`config.mk`:
```
export PLATFORM = sky130hd
export DESIGN_NAME = mtts_ctrl
export DESIGN_NICKNAME = d
export VERILOG_FILES = /design/src/rtl/mtts_pkg.sv /design/src/rtl/mtts_ctrl.sv
export SDC_FILE = /design/constraint.sdc
export NUM_CORES = 1
export LEC_CHECK = 0
export ABC_AREA = 0
export BUFFER_PORTS_ARGS = -buffer_cell sky130_fd_sc_hd__buf_2
export CAP_MARGIN = 20
export CELL_PAD_IN_SITES_DETAIL_PLACEMENT = 0
export CELL_PAD_IN_SITES_GLOBAL_PLACEMENT = 1
export CORE_MARGIN = 10
export CORE_UTILIZATION = 28
export DETAILED_ROUTE_END_ITERATION = 7
export PLACE_DENSITY = 0.72
export SLEW_MARGIN = 0
export SYNTH_ARGS = -nofsm -noshare
export SYNTH_HDL_FRONTEND = slang
export SYNTH_SLANG_ARGS = --single-unit
export TNS_END_PERCENT = 50
```
`constraint.sdc`:
```
create_clock -name clk -period 1.4 [get_ports clk]
set_clock_uncertainty 0.15 [all_clocks]
set_input_delay 0.07 -clock clk [delete_from_list [all_inputs] [get_ports clk]]
set_output_delay 0.07 -clock clk [all_outputs]
set_load 0.02 [all_outputs]
```
`src/rtl/mtts_pkg.sv`:
```
package mtts_pkg;

  localparam int TAPES = 2;
  localparam int SYM_W = 8;
  localparam int ST_W = 4;
  localparam int DEF_TAPE_DEPTH = 1024;
  localparam int DEF_RULE_DEPTH = 64;

  localparam logic [SYM_W-1:0] SYM_ANY = 8'd42;
  localparam logic [SYM_W-1:0] SYM_BLANK = 8'd95;
  localparam logic [1:0] MOVE_LEFT = 2'd1;
  localparam logic [1:0] MOVE_RIGHT = 2'd2;

  localparam logic [2:0] REQ_LOAD = 3'd0;
  localparam logic [2:0] REQ_BEGIN = 3'd1;
  localparam logic [2:0] REQ_WRITE = 3'd2;
  localparam logic [2:0] REQ_RUN = 3'd3;
  localparam logic [2:0] REQ_READ = 3'd4;

  localparam logic [1:0] STAT_DONE = 2'd0;
  localparam logic [1:0] STAT_ACCEPT = 2'd1;
  localparam logic [1:0] STAT_REJECT = 2'd2;
  localparam logic [1:0] STAT_LIMIT = 2'd3;

  localparam logic [2:0] CFG_START = 3'd0;
  localparam logic [2:0] CFG_ACCEPT = 3'd1;
  localparam logic [2:0] CFG_REJECT = 3'd2;
  localparam logic [2:0] CFG_TAPE_LEN = 3'd3;
  localparam logic [2:0] CFG_STEP_LIMIT = 3'd4;
  localparam logic [2:0] CFG_RULE_COUNT = 3'd5;

  localparam int IN_DATA_W = 72;
  localparam int OUT_DATA_W = 48;

  typedef struct packed {
    logic [ST_W-1:0] from_st;
    logic [ST_W-1:0] to_st;
    logic [TAPES*SYM_W-1:0] rd;
    logic [TAPES*SYM_W-1:0] wr;
    logic [2*TAPES-1:0] mv;
  } rule_t;

  typedef struct packed {
    logic latch;
    logic rule_wr;
    logic begin_init;
    logic clr_step;
    logic cell_wr;
    logic cell_rd;
    logic head_rd;
    logic ridx_clr;
    logic rule_rd;
    logic ridx_inc;
    logic set_reject;
    logic apply;
    logic load_out;
  } cmd_t;

  typedef struct packed {
    logic [2:0] req;
    logic clr_last;
    logic halt;
    logic ridx_end;
    logic match;
    logic out_free;
  } sts_t;

endpackage

```
`src/rtl/mtts_ctrl.sv`:
```
module mtts_ctrl import mtts_pkg::*; (
  input  logic clk,
  input  logic rst_n,
  input  logic in_tvalid,
  output logic in_tready,
  input  sts_t sts,
  output cmd_t cmd
);

  typedef enum logic [3:0] {
    S_IDLE, S_EXEC, S_CLEAR, S_CHK, S_FETCH, S_MATCH, S_APPLY, S_RESP
  } state_t;

  state_t state_r, state_nxt;
  logic clr_item_r, clr_item_nxt;

  assign in_tready = (state_r == S_IDLE);

  always_comb begin
    state_nxt = state_r;
    clr_item_nxt = clr_item_r;
    cmd = '0;
    unique case (state_r)
      S_IDLE: begin
        if (in_tvalid) begin
          cmd.latch = 1'b1;
          state_nxt = S_EXEC;
        end
      end
      S_EXEC: begin
        unique case (sts.req)
          REQ_LOAD: begin
            cmd.rule_wr = 1'b1;
            state_nxt = S_RESP;
          end
          REQ_BEGIN: begin
            cmd.begin_init = 1'b1;
            clr_item_nxt = 1'b1;
            state_nxt = S_CLEAR;
          end
          REQ_WRITE: begin
            cmd.cell_wr = 1'b1;
            state_nxt = S_RESP;
          end
          REQ_RUN: state_nxt = S_CHK;
          REQ_READ: begin
            cmd.cell_rd = 1'b1;
            state_nxt = S_RESP;
          end
          default: state_nxt = S_RESP;
        endcase
      end
      S_CLEAR: begin
        cmd.clr_step = 1'b1;
        if (sts.clr_last) begin
          state_nxt = clr_item_r ? S_RESP : S_IDLE;
          clr_item_nxt = 1'b0;
        end
      end
      S_CHK: begin
        if (sts.halt) begin
          state_nxt = S_RESP;
        end else begin
          cmd.head_rd = 1'b1;
          cmd.ridx_clr = 1'b1;
          state_nxt = S_FETCH;
        end
      end
      S_FETCH: begin
        if (sts.ridx_end) begin
          cmd.set_reject = 1'b1;
          state_nxt = S_RESP;
        end else begin
          cmd.rule_rd = 1'b1;
          state_nxt = S_MATCH;
        end
      end
      S_MATCH: begin
        if (sts.match) begin
          state_nxt = S_APPLY;
        end else begin
          cmd.ridx_inc = 1'b1;
          state_nxt = S_FETCH;
        end
      end
      S_APPLY: begin
        cmd.apply = 1'b1;
        state_nxt = S_CHK;
      end
      S_RESP: begin
        if (sts.out_free) begin
          cmd.load_out = 1'b1;
          state_nxt = S_IDLE;
        end
      end
      default: state_nxt = S_IDLE;
    endcase
  end

  always_ff @(posedge clk) begin
    if (!rst_n) begin
      state_r <= S_CLEAR;
      clr_item_r <= 1'b0;
    end else begin
      state_r <= state_nxt;
      clr_item_r <= clr_item_nxt;
    end
  end

  a_one_op: assert property (@(posedge clk) disable iff (!rst_n)
    $onehot0({cmd.rule_wr, cmd.clr_step, cmd.cell_wr, cmd.apply}))
    else $error("tape/rule write sources collide");

  a_apply_after_match: assert property (@(posedge clk) disable iff (!rst_n)
    cmd.apply |-> $past(sts.match))
    else $error("apply without a matching rule");

  a_load_from_idle: assert property (@(posedge clk) disable iff (!rst_n)
    cmd.latch |=> !in_tready)
    else $error("ready while an item is in work");

endmodule

```
Word-level counts from Yosys, hierarchy flattened

Cells that the tools add are included.

Eq/ne operators: 15
Mux-type cells: 32
Reduce and logical (&&, ||, !) cells: 5

Operators with widths:

| cell               | count |
|---|---|
| $pmux 4 s8         | 1 |
| $mux 1             | 18 |
| $eq 4x3->1 const B | 4 |
| $mux 2             | 7 |
| $mux 4             | 3 |
| $eq 4x2->1 const B | 2 |
| $eq 3x2->1 const B | 2 |
| $ne 2x2->1 const B | 3 |
| $pmux 3 s2         | 1 |
| $reduce_and 3->1   | 2 |
| $eq 4x1->1 const B | 1 |
| $logic_not 4->1    | 1 |
| $eq 3x1->1 const B | 1 |
| $eq 3x3->1 const B | 1 |
| $logic_not 3->1    | 1 |
| $mux 3             | 1 |
| $ne 2x1->1 const B | 1 |
| $pmux 1 s2         | 1 |
| $reduce_bool 2->1  | 1 |

Register bits: 5
Input bits: 11
Output and inout port bits: 14

Depth between registers and ports, before layout

Depth in word-level cells: 3
Depth in mapped cells: 5
Depth with buffers taken out: 4

Worst setup path before layout

OpenSTA, ideal clock, no wires.

Kind: register -> output
From: register state_r[0]
To: output port cmd[6] in the netlist's numbering
Arrival: 1411 ps
Required time: 1180 ps
Path slack: -231 ps
Cell stages (with the launch flop): 5
Path buffers: 3
Path through: dfxtp_1 buf_6 buf_6 nor3b_1 buf_4

RTL lines:

| what                   | RTL line         | source |
|---|---|---|
| from (decl)            | mtts_ctrl.sv:14  | `state_t state_r, state_nxt;` |
| from (signal assigned) | mtts_ctrl.sv:105 | `state_r <= state_nxt;` |
| to (decl)              | mtts_ctrl.sv:7   | `output cmd_t cmd` |

==> reports/metrics.cfg <==
[worst_setup_path]
worstPathArrival_ns=1.28
cp_max_fo=4
critPathKind=reg2out
r2r_cells=7
start_kind=register
timing.rr.start=state_r[2]
r2r_end=clr_item_r
r2r_setup_slack_ns=0.02
cp_top_family=simple AND/OR/NAND/NOR gates
crit_slowest_cell=dfxtp_4
cpMostUsedCell=buf_6
crit_path_end_kind=output port
cp_num_buf_inv=2
slowest_delay_ns=0.35
required_ns=1.18
crit_chain=buf_6, nor2_4, nand2_4, nor3_4, buf_6

[floorplan]
ios=25
core_area_sq_um=1506
die_h_um=59.77
floorplan.initialDensity=0.2940
die_w_um=59.77
die_area_sq_um=3572
row_count=14

[outcome]
failed_checks=setup timing
status=finished, violations left

[clock_network]
cts_root_buf=clkbuf_4
cts_tree=done
clk_latency_ns=0.25
h-tree-depth=1
cts_sinks=4
cts_buffers=3
clkSlewWorstSetupHoldPaths_ns=0.05
cts_buffer_depth=2

[power]
p_leak_uw=0.0004178
finalPower_uw=1024
seqPwrFrac=0.192
swShare=0.4352
combPwrFrac=0.651
peakVddDrop_mv=0.6015
power.density_nw_per_um2=1198
power_switching_uw=445.7
clockPowerShare=0.157
intPower_uw=578.4

[routing]
drc_errors=0
vias=574
viasPerCell=5.080
drt_iter0_markers=12
detail_route.wl_per_cell_um=15.01
dr.pass1.iters=4
routed_wl_mm=1.696
ant_nets=0

[placement]
place_area_sq_um=596.8
hpwl_mm=1.117
dp_slack_ns=-0.01151
place_inst=99
place.gp.congestion=0.7260
port-buffer-count=24

[cells_and_area]
nets=110
postLayoutCellArea_sq_um=854.6
multi_input_comb_area_sq_um=377.9
seqCellArea_sq_um=91.34
final_cells=113
layout-drive-gt1-share=0.6392
diodes=0
syn2layout_area_growth_pct=92.94
fillCellCount=137

[synthesis]
synth.mux.area_fraction=0.02260
synth_top_area_cell=dfxtp_1
yosysUniqueCellTypes=32
yosys_warnings=0
synth_fa_ha_area_frac=0
synthSimpleGateAreaFrac=0.4576
synth_edf_count=0
synth_top_area_share=0.1808
ys_top_cells_by_area=dfxtp_1, buf_6, nor3_2
yosys_most_used_dff=dfxtp_1
synth_compound_area_frac=0.2034
synth_top_family_by_area=simple AND/OR/NAND/NOR gates
async_flop_share=0
ys_seq_area_frac=0.1808
synthXorXnorAreaFrac=0
yosys_register_bits=4
synth_cells=58
synth.most_common_cell=nand2_1
yosys-top-cells-count=nand2_1, nor2_1, dfxtp_1
syn_nets=69
syn_avg_cell_area_sq_um=7.637
syn-cell-area_sq_um=442.9

[global_route]
grt_pass1_vias=552
track_usage=0.09620
overflow=0
antenna_found_initial=0
grt_max_degree=9
grt_pass1_wl_mm=2.615

[worst_hold_path]
min_path_type=in2reg
hold_depth=4
hold_end=state_r[0]
hold_start=in_tvalid

[timing]
fmax_mhz=668.0
worstMarginPinSlew_ns=0.2778
setup_viol=8
hold_violations=0
fin_crit_sh=1.069
setup_ws_ns=-0.09704
period_minus_slack_ns=1.497
drv_slew=0
final.setup.tns_ns=-0.3771
rsz0062_at_grt=true
slew_headroom=0.8137

[flow_run]
drv_cap=0

[metrics by stage]
| stage | hold slack, ns | util |
|---|---|---|
| 2_1_floorplan | 0.008869 | - |
| 3_3_place_gp | 0.1549 | 0.3962 |
| 3_5_place_dp | 0.1644 | 0.3962 |
| 4_1_cts | 0.1101 | 0.5324 |
| 5_1_grt | 0.1442 | 0.5673 |
| 6_report | 0.1050 | 0.5673 |
[sequential cells by signal (all words and copies together) (netlist names)]
name        count
state_r         3
clr_item_r      1
[logic make-up (layout without fill, tap and decap cells)]
group,after synthesis,after routing
AOI/OAI and AO/OA,13,13
buffers and inverters,8,47
DFF,4,4
muxes,1,1
and+or+nand+nor,32,32
[worst min-delay path: stages]
cell and delay (ns):
buf_2 0.10, nand2b_1 0.16, nand3_2 0.09, o21ai_1 0.05
[worst max-delay path by stage]
stage / startpoint / end / slack, ns / cells after the start
after floorplan: state_r[0] / cmd[4] / -0.14 / 3
after global placement: state_r[0] / state_r[1] / 0.01 / 4
after detailed placement: state_r[0] / state_r[1] / -0.01 / 4
after CTS: state_r[2] / cmd[10] / -0.08 / 5
after global routing: state_r[2] / cmd[11] / -0.14 / 5
final: state_r[2] / cmd[11] / -0.1 / 5
[repair_timing]
item / 4_1_cts / 5_1_grt
setup endpoints to repair: 15 / 16
buffers inserted: 8 / 0
hold buffers: 3 / 0
hold endpoints to repair: 3 / 0
pin swaps: 11 / 6
resized for setup: 25 / 13
[routing by layer]
metal  part of all wire  global-route usage  up-vias
li1                   -                   -      282
met4              0.036             0.04167        0
met3               0.10             0.06780        6
met5                  0                   0        -
met1               0.37              0.1008      266
met2               0.49              0.1441       20
[power groups by stage]
| stage | sequential (uW) | combinational [uW] | clock (uW) |
|---|---|---|---|
| after global routing | 202 | 719 | 175 |
| after detailed placement | 188 | 465 | 0 |
| after global placement | 185 | 467 | 0 |
| after CTS | 196 | 620 | 164 |
| after floorplan | 158 | 360 | 0 |
| final | 197 | 666 | 161 |
[final cells by class]
type | instances | share of cell area
Multi-Input combinational cell | 46 | 0.4422
Timing Repair Buffer | 41 | 0.3880
Sequential cell | 4 | 0.1069
Clock buffer | 3 | 0.02635
Tap cell | 16 | 0.02343
Inverter | 3 | 0.01318
[cells in the final DEF (no fill, tap or decap), types with 2 or more instances in the layout]
| cell type | count |
|---|---|
| buf_4 | 15 |
| buf_2 | 14 |
| buf_6 | 7 |
| nand2_1 | 5 |
| nor2_1 | 4 |
| nor3_4 | 3 |
| inv_1 | 3 |
| nor3_2 | 3 |
| o21ai_0 | 3 |
| clkbuf_4 | 3 |
| dlygate4sd3_1 | 3 |
| dfxtp_4 | 3 |
| nand2b_1 | 2 |
| and2_4 | 2 |
| o21ai_1 | 2 |
| buf_12 | 2 |
Note: power is estimated with default switching activity, not from simulation.
